==> src/ppft_pkg.sv <==
// Package for the PID position force terms core: payload types, register
// indexes, reset values and the microcode program of the sequencer.
// No dependencies.
package ppft_pkg;

	localparam int CFG_W   = 47;
	localparam int CFG_IDX_W = 3;
	localparam int PC_W    = 3;
	localparam int MUL_W   = 33;
	localparam int PROD_W  = 2 * MUL_W;
	localparam int INT_W   = 48;

	typedef enum logic [CFG_IDX_W-1:0] {
		REG_PROP_GAIN      = 3'd0,
		REG_PROP_LIMIT     = 3'd1,
		REG_DEADBAND_WIDTH = 3'd2,
		REG_INTEGRAL_LIMIT = 3'd3,
		REG_INTEG_GAIN     = 3'd4,
		REG_DAMP_GAIN      = 3'd5,
		REG_DAMP_LIMIT     = 3'd6
	} cfg_idx_t;

	localparam logic signed [15:0] PROP_GAIN_RST      = 16'sd256;
	localparam logic [14:0]        PROP_LIMIT_RST     = 15'h7fff;
	localparam logic [14:0]        DEADBAND_WIDTH_RST = 15'h0000;
	localparam logic [46:0]        INTEGRAL_LIMIT_RST = 47'h7fff_ffff_ffff;
	localparam logic signed [31:0] INTEG_GAIN_RST     = 32'sd0;
	localparam logic signed [15:0] DAMP_GAIN_RST      = 16'sd0;
	localparam logic [14:0]        DAMP_LIMIT_RST     = 15'h7fff;

	typedef struct packed {
		logic signed [15:0] target_pos;
		logic signed [15:0] measured_pos;
		logic signed [15:0] shaft_speed;
		logic [15:0]        elapsed_us;
	} item_t;

	typedef struct packed {
		logic signed [15:0] prop_force;
		logic signed [15:0] integ_force;
		logic signed [15:0] damp_force;
	} result_t;

	// multiplier operand A
	typedef enum logic [2:0] {
		A_ERR   = 3'd0,
		A_DIFF  = 3'd1,
		A_IHI   = 3'd2,
		A_ILO   = 3'd3,
		A_DGAIN = 3'd4
	} a_sel_t;

	// multiplier operand B
	typedef enum logic [1:0] {
		B_DT    = 2'd0,
		B_PGAIN = 2'd1,
		B_IGAIN = 2'd2,
		B_SPEED = 2'd3
	} b_sel_t;

	// what the datapath does with the previous product
	typedef enum logic [2:0] {
		OP_NONE  = 3'd0,
		OP_ACC   = 3'd1,
		OP_PROP  = 3'd2,
		OP_HI    = 3'd3,
		OP_INTEG = 3'd4,
		OP_DAMP  = 3'd5
	} op_t;

	// step advance condition
	typedef enum logic [1:0] {
		COND_ALWAYS = 2'd0,
		COND_IN     = 2'd1,
		COND_OUT    = 2'd2
	} cond_t;

	typedef struct packed {
		a_sel_t          a_sel;
		b_sel_t          b_sel;
		logic            mul_en;
		op_t             op;
		cond_t           cond;
		logic [PC_W-1:0] nxt;
	} ucode_t;

	localparam logic [PC_W-1:0] PC_WAIT = 3'd0;

	function automatic ucode_t ucode_rom(input logic [PC_W-1:0] pc);
		ucode_t w;
		case (pc)
			3'd0: w = '{A_ERR,   B_DT,    1'b0, OP_NONE,  COND_IN,     3'd1};
			3'd1: w = '{A_ERR,   B_DT,    1'b1, OP_NONE,  COND_ALWAYS, 3'd2};
			3'd2: w = '{A_DIFF,  B_PGAIN, 1'b1, OP_ACC,   COND_ALWAYS, 3'd3};
			3'd3: w = '{A_IHI,   B_IGAIN, 1'b1, OP_PROP,  COND_ALWAYS, 3'd4};
			3'd4: w = '{A_ILO,   B_IGAIN, 1'b1, OP_HI,    COND_ALWAYS, 3'd5};
			3'd5: w = '{A_DGAIN, B_SPEED, 1'b1, OP_INTEG, COND_ALWAYS, 3'd6};
			3'd6: w = '{A_ERR,   B_DT,    1'b0, OP_DAMP,  COND_OUT,    PC_WAIT};
			default: w = '{A_ERR, B_DT,   1'b0, OP_NONE,  COND_ALWAYS, PC_WAIT};
		endcase
		return w;
	endfunction

endpackage

==> src/ppft_item_if.sv <==
// Valid/ready channel carrying one control tick (ppft_pkg::item_t).
// Depends on ppft_pkg.
interface ppft_item_if;
	logic            valid;
	logic            ready;
	ppft_pkg::item_t data;

	modport source(output valid, output data, input ready);
	modport sink(input valid, input data, output ready);
endinterface

==> src/ppft_result_if.sv <==
// Valid/ready channel carrying the three force terms (ppft_pkg::result_t).
// Depends on ppft_pkg.
interface ppft_result_if;
	logic              valid;
	logic              ready;
	ppft_pkg::result_t data;

	modport source(output valid, output data, input ready);
	modport sink(input valid, input data, output ready);
endinterface

==> src/pid_position_force_terms_core.sv <==
// PID position force terms: microcoded sequencer around one shared 33x33
// signed multiplier. Depends on ppft_pkg, ppft_item_if, ppft_result_if.
//
//   channel   direction  contents
//   item      sink       target_pos, measured_pos, shaft_speed, elapsed_us
//   result    source     prop_force, integ_force, damp_force
//   cfg_*     write      cfg_we, cfg_index (0..6), cfg_data (47 bits)
//
// An item runs through seven steps: the wait step that takes its transfer,
// five multiplier steps (error*dt, gain*diff, two halves of the 48x32
// integral product, gain*speed) and the commit step, which loads its result
// into the output register. A new item is taken only at the wait step, after
// the last one has committed; a full output register holds the commit step
// until the result is taken. Reset clears the step counter, the integral, the
// output valid and loads the register reset values.
module pid_position_force_terms_core (
	input  logic                                 clk,
	input  logic                                 arst_n,
	ppft_item_if.sink                            item,
	ppft_result_if.source                        result,
	input  logic                                 cfg_we,
	input  logic [ppft_pkg::CFG_IDX_W-1:0]       cfg_index,
	input  logic [ppft_pkg::CFG_W-1:0]           cfg_data
);

	// configuration
	logic signed [15:0] prop_gain_q;
	logic [14:0]        prop_limit_q;
	logic [14:0]        deadband_width_q;
	logic [46:0]        integral_limit_q;
	logic signed [31:0] integ_gain_q;
	logic signed [15:0] damp_gain_q;
	logic [14:0]        damp_limit_q;

	// sequencer and datapath
	logic [ppft_pkg::PC_W-1:0]          pc_q;
	ppft_pkg::ucode_t                   uc;
	ppft_pkg::item_t                    in_q;
	logic signed [ppft_pkg::INT_W-1:0]  integ_q;
	logic signed [ppft_pkg::PROD_W-1:0] prod_q;
	logic signed [55:0]                 hi_q;
	logic signed [15:0]                 p_q;
	logic signed [15:0]                 f_q;
	ppft_pkg::result_t                  out_q;
	logic                               out_valid_q;

	logic signed [16:0]                 err_raw;
	logic signed [16:0]                 err_db;
	logic signed [16:0]                 db_s;
	logic signed [16:0]                 diff;
	logic signed [ppft_pkg::MUL_W-1:0]  mul_a;
	logic signed [ppft_pkg::MUL_W-1:0]  mul_b;
	logic signed [ppft_pkg::PROD_W-1:0] mul_p;
	logic signed [48:0]                 acc_sum;
	logic signed [48:0]                 ilim_s;
	logic signed [ppft_pkg::INT_W-1:0]  acc_clamped;
	logic signed [79:0]                 ig_sum;
	logic signed [47:0]                 ig_shr;
	logic signed [15:0]                 ig_sat;
	logic signed [15:0]                 d_clamped;
	logic                               in_xfer;
	logic                               out_free;
	logic                               commit;
	logic                               advance;

	function automatic logic signed [15:0] clamp_lim(
		input logic signed [24:0] x,
		input logic [14:0]        lim
	);
		logic signed [24:0] pos_l;
		logic signed [24:0] neg_l;
		logic signed [15:0] r;
		pos_l = $signed({10'd0, lim});
		neg_l = -pos_l;
		if (x > pos_l) begin
			r = pos_l[15:0];
		end else if (x < neg_l) begin
			r = neg_l[15:0];
		end else begin
			r = x[15:0];
		end
		return r;
	endfunction

	// configuration writes; unknown indexes are dropped
	always_ff @(posedge clk or negedge arst_n) begin
		if (!arst_n) begin
			prop_gain_q      <= ppft_pkg::PROP_GAIN_RST;
			prop_limit_q     <= ppft_pkg::PROP_LIMIT_RST;
			deadband_width_q <= ppft_pkg::DEADBAND_WIDTH_RST;
			integral_limit_q <= ppft_pkg::INTEGRAL_LIMIT_RST;
			integ_gain_q     <= ppft_pkg::INTEG_GAIN_RST;
			damp_gain_q      <= ppft_pkg::DAMP_GAIN_RST;
			damp_limit_q     <= ppft_pkg::DAMP_LIMIT_RST;
		end else if (cfg_we) begin
			case (ppft_pkg::cfg_idx_t'(cfg_index))
				ppft_pkg::REG_PROP_GAIN:      prop_gain_q      <= $signed(cfg_data[15:0]);
				ppft_pkg::REG_PROP_LIMIT:     prop_limit_q     <= cfg_data[14:0];
				ppft_pkg::REG_DEADBAND_WIDTH: deadband_width_q <= cfg_data[14:0];
				ppft_pkg::REG_INTEGRAL_LIMIT: integral_limit_q <= cfg_data[46:0];
				ppft_pkg::REG_INTEG_GAIN:     integ_gain_q     <= $signed(cfg_data[31:0]);
				ppft_pkg::REG_DAMP_GAIN:      damp_gain_q      <= $signed(cfg_data[15:0]);
				ppft_pkg::REG_DAMP_LIMIT:     damp_limit_q     <= cfg_data[14:0];
				default: ;
			endcase
		end
	end

	assign uc = ppft_pkg::ucode_rom(pc_q);

	assign item.ready = (uc.cond == ppft_pkg::COND_IN);
	assign in_xfer    = item.valid && item.ready;
	assign out_free   = !out_valid_q || result.ready;
	assign commit     = (uc.op == ppft_pkg::OP_DAMP) && out_free;

	always_comb begin
		case (uc.cond)
			ppft_pkg::COND_IN:  advance = in_xfer;
			ppft_pkg::COND_OUT: advance = out_free;
			default:            advance = 1'b1;
		endcase
	end

	// deadband: shrink the error toward zero
	assign err_raw = 17'(in_q.target_pos) - 17'(in_q.measured_pos);
	assign diff    = 17'(in_q.measured_pos) - 17'(in_q.target_pos);
	assign db_s    = $signed({2'b00, deadband_width_q});

	always_comb begin
		if (err_raw > 17'sd0) begin
			err_db = (err_raw < db_s) ? 17'sd0 : err_raw - db_s;
		end else begin
			err_db = (err_raw > -db_s) ? 17'sd0 : err_raw + db_s;
		end
	end

	// shared multiplier operand selection
	always_comb begin
		case (uc.a_sel)
			ppft_pkg::A_ERR:   mul_a = 33'(err_db);
			ppft_pkg::A_DIFF:  mul_a = 33'(diff);
			ppft_pkg::A_IHI:   mul_a = 33'($signed(integ_q[47:24]));
			ppft_pkg::A_ILO:   mul_a = $signed({9'd0, integ_q[23:0]});
			ppft_pkg::A_DGAIN: mul_a = 33'(damp_gain_q);
			default:           mul_a = '0;
		endcase
		case (uc.b_sel)
			ppft_pkg::B_DT:    mul_b = $signed({17'd0, in_q.elapsed_us});
			ppft_pkg::B_PGAIN: mul_b = 33'(prop_gain_q);
			ppft_pkg::B_IGAIN: mul_b = 33'(integ_gain_q);
			ppft_pkg::B_SPEED: mul_b = 33'(in_q.shaft_speed);
			default:           mul_b = '0;
		endcase
	end

	assign mul_p = mul_a * mul_b;

	// integral update with anti-windup clamp
	assign acc_sum = 49'(integ_q) + 49'($signed(prod_q[33:0]));
	assign ilim_s  = $signed({2'b00, integral_limit_q});

	always_comb begin
		if (acc_sum > ilim_s) begin
			acc_clamped = ilim_s[47:0];
		end else if (acc_sum < -ilim_s) begin
			acc_clamped = 48'(-ilim_s);
		end else begin
			acc_clamped = acc_sum[47:0];
		end
	end

	// integral force: (hi << 24) + lo, floor shift by 32, saturate
	assign ig_sum = (80'(hi_q) <<< 24) + 80'($signed(prod_q[56:0]));
	assign ig_shr = ig_sum[79:32];

	always_comb begin
		if (ig_shr > 48'sd32767) begin
			ig_sat = 16'sh7fff;
		end else if (ig_shr < -48'sd32768) begin
			ig_sat = 16'sh8000;
		end else begin
			ig_sat = ig_shr[15:0];
		end
	end

	assign d_clamped = clamp_lim(prod_q[32:8], damp_limit_q);

	always_ff @(posedge clk or negedge arst_n) begin
		if (!arst_n) begin
			pc_q        <= ppft_pkg::PC_WAIT;
			integ_q     <= '0;
			out_valid_q <= 1'b0;
		end else begin
			if (advance) begin
				pc_q <= uc.nxt;
			end
			if (uc.op == ppft_pkg::OP_ACC) begin
				integ_q <= acc_clamped;
			end
			out_valid_q <= commit || (out_valid_q && !result.ready);
		end
	end

	always_ff @(posedge clk) begin
		if (in_xfer) begin
			in_q <= item.data;
		end
		if (uc.mul_en) begin
			prod_q <= mul_p;
		end
		case (uc.op)
			ppft_pkg::OP_PROP:  p_q  <= clamp_lim(prod_q[32:8], prop_limit_q);
			ppft_pkg::OP_HI:    hi_q <= prod_q[55:0];
			ppft_pkg::OP_INTEG: f_q  <= ig_sat;
			default: ;
		endcase
		if (commit) begin
			out_q.prop_force  <= p_q;
			out_q.integ_force <= f_q;
			out_q.damp_force  <= d_clamped;
		end
	end

	assign result.valid = out_valid_q;
	assign result.data  = out_q;

endmodule

==> src/flat_wrapper.sv <==
// flat-port wrapper written by rule: the top's interface ports become plain ports
module pid_position_force_terms_core_flat 
  (clk, arst_n, cfg_we, cfg_index, cfg_data, item_valid, item_data, item_ready, result_valid, result_data, result_ready);
  ppft_item_if item_i ();
  ppft_result_if result_i ();
  input  logic clk;
  input  logic arst_n;
  input  logic cfg_we;
  input  logic [ppft_pkg::CFG_IDX_W-1:0] cfg_index;
  input  logic [ppft_pkg::CFG_W-1:0] cfg_data;
  input wire logic [$bits(item_i.valid)-1:0] item_valid;
  input wire logic [$bits(item_i.data)-1:0] item_data;
  output wire logic [$bits(item_i.ready)-1:0] item_ready;
  output wire logic [$bits(result_i.valid)-1:0] result_valid;
  output wire logic [$bits(result_i.data)-1:0] result_data;
  input wire logic [$bits(result_i.ready)-1:0] result_ready;
  assign item_i.valid = item_valid;
  assign item_i.data = item_data;
  assign item_ready = item_i.ready;
  assign result_valid = result_i.valid;
  assign result_data = result_i.data;
  assign result_i.ready = result_ready;
  pid_position_force_terms_core u_core (.clk(clk), .arst_n(arst_n), .item(item_i), .result(result_i), .cfg_we(cfg_we), .cfg_index(cfg_index), .cfg_data(cfg_data));
endmodule
==> config.mk <==
export PLATFORM = sky130hd
export DESIGN_NAME = pid_position_force_terms_core_flat
export DESIGN_NICKNAME = d
export VERILOG_FILES = /design/src/ppft_pkg.sv /design/src/ppft_item_if.sv /design/src/ppft_result_if.sv /design/src/pid_position_force_terms_core.sv /design/src/flat_wrapper.sv
export SDC_FILE = /design/constraint.sdc
export NUM_CORES = 2
export LEC_CHECK = 0
export ABC_AREA = 1
export BUFFER_PORTS_ARGS = -buffer_cell sky130_fd_sc_hd__clkbuf_2
export CAP_MARGIN = 10
export CORE_MARGIN = 3
export CORE_UTILIZATION = 43
export CTS_BUF_LIST = sky130_fd_sc_hd__clkbuf_4 sky130_fd_sc_hd__clkbuf_8 sky130_fd_sc_hd__clkbuf_16
export DETAILED_ROUTE_END_ITERATION = 12
export PLACE_DENSITY = 0.55
export SKIP_CTS_REPAIR_TIMING = 1
export SLEW_MARGIN = 20
export SYNTH_ARGS = -nofsm -noshare
export SYNTH_HDL_FRONTEND = slang
export SYNTH_SLANG_ARGS = --single-unit
==> constraint.sdc <==
create_clock -name clk -period 12.8 [get_ports clk]
set_input_delay 0.64 -clock clk [delete_from_list [all_inputs] [get_ports clk]]
set_output_delay 0.64 -clock clk [all_outputs]
set_load 0.02 [all_outputs]
==> flow_summary_export.csv <==
group,metric,value,unit
timing,fin_crit_sh,0.933,
synth,synth_ff_type,"edfxtp_1",
timing,timing_hold_violations_final,7,
timing,rsz0062_at_grt,"no",
synth,synth.top_cell.area_share,0.271,
synth,synth_top_area_cell,"fa_1",
global_routing,grt_start_max_net_pins,95,
floorplanning,die_y,398,µm
clock_tree,clock_latency,0.68,ns
outcome,violations,"negative hold slack",
global_routing,grt_pass1_vias,58001,
clock_tree,tritoncts,"built",
setup_path,critPathKind,"flop to flop",
clock_tree,clock-sinks,465,
timing,setup-tns-final,0,ns
setup_path,worst-endpoint-required,13.26,ns
setup_path,max_stage_delay,0.63,ns
global_routing,antenna_found_initial,17,
global_routing,grt.overflow.total,0,
timing,tightest_slew,1.25,ns
timing,fmax,0.0838,GHz
run,max-cap-violations,0,
routing,drt-total-wl,248,mm
synth,synth_warnings,0,
timing,holdWs,-0.0451,ns
global_routing,track_usage,0.315,
place,io_buffers,168,
routing,ant_nets,0,
clock_tree,root_buffer,"clkbuf_16",
clock_tree,clk_pin_slew,0.06,ns
global_routing,grt_pass1_wl,369,mm
timing,fin_ws,0.861,ns
floorplanning,die_area,158000,µm²
synth,synth_edf_count,257,
final_layout,syn_to_final_growth,8.60,%
timing,max-slew-margin-rel,0.163,
routing,route.detailed.wl_per_inst,23.7,µm
synth,synth_area_leaders,"fa_1, edfxtp_1, ha_1",
floorplanning,die_w,398,µm
synth,seq_area_frac_synth,0.197,
setup_path,timing.rr.start,"u_core.in_q[48]",
floorplanning,start_util,0.434,
floorplanning,num_rows,143,
synth,ys_seq_elements,465,
place,pre_cts_ws,0.409,ns
timing,period_minus_slack,11.94,ns
timing,skew,0.0490,ns
setup_path,crit_path_frequent_cell,"inv_1",
setup_path,worst-endpoint-arrival,12.40,ns
setup_path,critPathSlowestCell,"fa_1",
setup_path,critPathLaunchType,"flop",
setup_path,setup.worst_path.start,"u_core.in_q[48]",
timing,finalSetupViolCount,0,
final_layout,nets,9981,
floorplanning,coreArea,152000,µm²
final_layout,drive_gt1_frac,0.0740,
synth,async_flop_share,0.447,
routing,dr_total_vias,56720,
synth,syn-num-nets,9840,
synth,syn_inst,8272,
routing,drt-initial-drc-count,4883,
clock_tree,numCtsBuffers,55,
timing,slew_violations,0,
outcome,status,"finished with violations",
place,dp_hpwl,202,mm
synth,syn_area,66100,µm²
setup_path,cp-end-kind,"flop",
place,place_congestion,0.971,
routing,drc_errors,0,
setup_path,worstPathMaxFanout,20,
synth,ys_types,65,
floorplanning,ioPinCount,169,
synth,avgSynthCellArea,7.99,µm²
clock_tree,cts_htree_levels,2,
hold_path,hold_class,"input port to asynchronous set/reset pin",
routing,avgViaCountPerCell,5.40,
clock_tree,cts_buffer_depth,3,
routing,first_pass_iters,5,
critical path, delay by kind of cell, from the launching register on:
family	cells	cell delay [ns]
DFF	1	0.40
adders and majority gates	13	5.89
buffers and inverters	16	1.57
xor gates and xnor gates	3	0.63
AOI/OAI and AO/OA	3	0.50
and+or+nand+nor	21	2.74
final timing paths:
check	end	slack [ns]	depth (start not counted)
worst max-delay path	u_core.prod_q[54]	0.86	56
worst min-delay path	u_core.integ_gain_q[8]	-0.05	1
worst max register to register	u_core.prod_q[54]	0.86	56
worst min register to register	u_core.result.data[18]	0.42	0
max in group asynchronous	u_core.integ_q[21]	11.30	2
min in group clk	u_core.in_q[19]	0.16	1
state kept, by name (all words and copies together), names as in the netlist:
signal,cells
u_core.damp_gain_q,16
u_core.integ_q,48
u_core.p_q,16
u_core.damp_limit_q,15
u_core.pc_q,3
u_core.result.valid,1
u_core.integ_gain_q,32
u_core.in_q,64
u_core.hi_q,56
u_core.result.data,48
u_core.integral_limit_q,47
u_core.prod_q,57
u_core.deadband_width_q,15
u_core.prop_gain_q,16
u_core.f_q,16
u_core.prop_limit_q,15
routing by layer:
layer,global-route usage,vias up,wire (µm)
met5,0,-,13
met4,0.128,2,11900
met3,0.0718,479,22900
met2,0.500,2264,111000
met1,0.415,27933,103000
li1,-,26042,-
synth_stat cells, drive strengths merged (68+ instances only):
cell,n
o21ai,505
ha,556
xor2,185
nand3,231
dfrtp,130
inv,1691
clkbuf,152
buf,77
a21oi,469
dfstp,78
nor3,68
nand2,1818
edfxtp,257
fa,893
nor2,746
layout by cell type (no fill, tap or decap), drive strengths merged, types with 9 or more instances in the layout:
cell type	instances
a211oi	21
a21boi	12
a21o	17
a21oi	469
a221oi	11
a31oi	49
and3	13
buf	143
clkbuf	235
clkinv	30
clkinvlp	9
dfrtp	130
dfstp	78
edfxtp	257
fa	893
ha	556
inv	1694
nand2	1818
nand3	231
nand4	65
nor2	747
nor3	68
nor4	24
o211ai	24
o21a	27
o21ai	505
o21bai	26
or2	15
xnor2	55
xor2	185
logic make-up (layout without fill, tap and decap cells):
family / count (synthesis) / count (layout) / share of synthesized area
simple gates: 2991 / 2992 / 0.182
buf+inv: 1928 / 2115 / 0.112
fa+ha+maj: 1449 / 1449 / 0.376
compound gates: 1199 / 1199 / 0.101
flops: 465 / 465 / 0.197
xor+xnor: 240 / 240 / 0.0318
other cells: 0 / 5 / 0
cell type report:
| type | count | area [µm²] |
|---|---|---|
| Inverter | 1699 | 6390 |
| Clock buffer | 67 | 1520 |
| Clock inverter | 37 | 370 |
| Fill cell | 15284 | 80500 |
| Multi-Input combinational cell | 5880 | 45900 |
| Sequential cell | 465 | 13000 |
| Tap cell | 2030 | 2540 |
| Timing Repair inverter | 1 | 7.51 |
| Antenna cell | 5 | 12.5 |
| Timing Repair Buffer | 311 | 1990 |
through the flow:
stage	cell area (µm²)	cells	utilization	hold slack, ns
after detailed placement	69600	10375	0.457	0.405
after global placement	69600	10375	0.457	0.401
after floorplan	66100	8272	-	0.344
after global routing	71700	10490	0.471	0.0152
after CTS	71500	10479	0.470	-0.0242
final	71800	10495	0.471	-0.0451
Power is left out: the tool's default activity adds up to more than one toggle a clock period on the data nets, which glitch-free logic cannot reach.
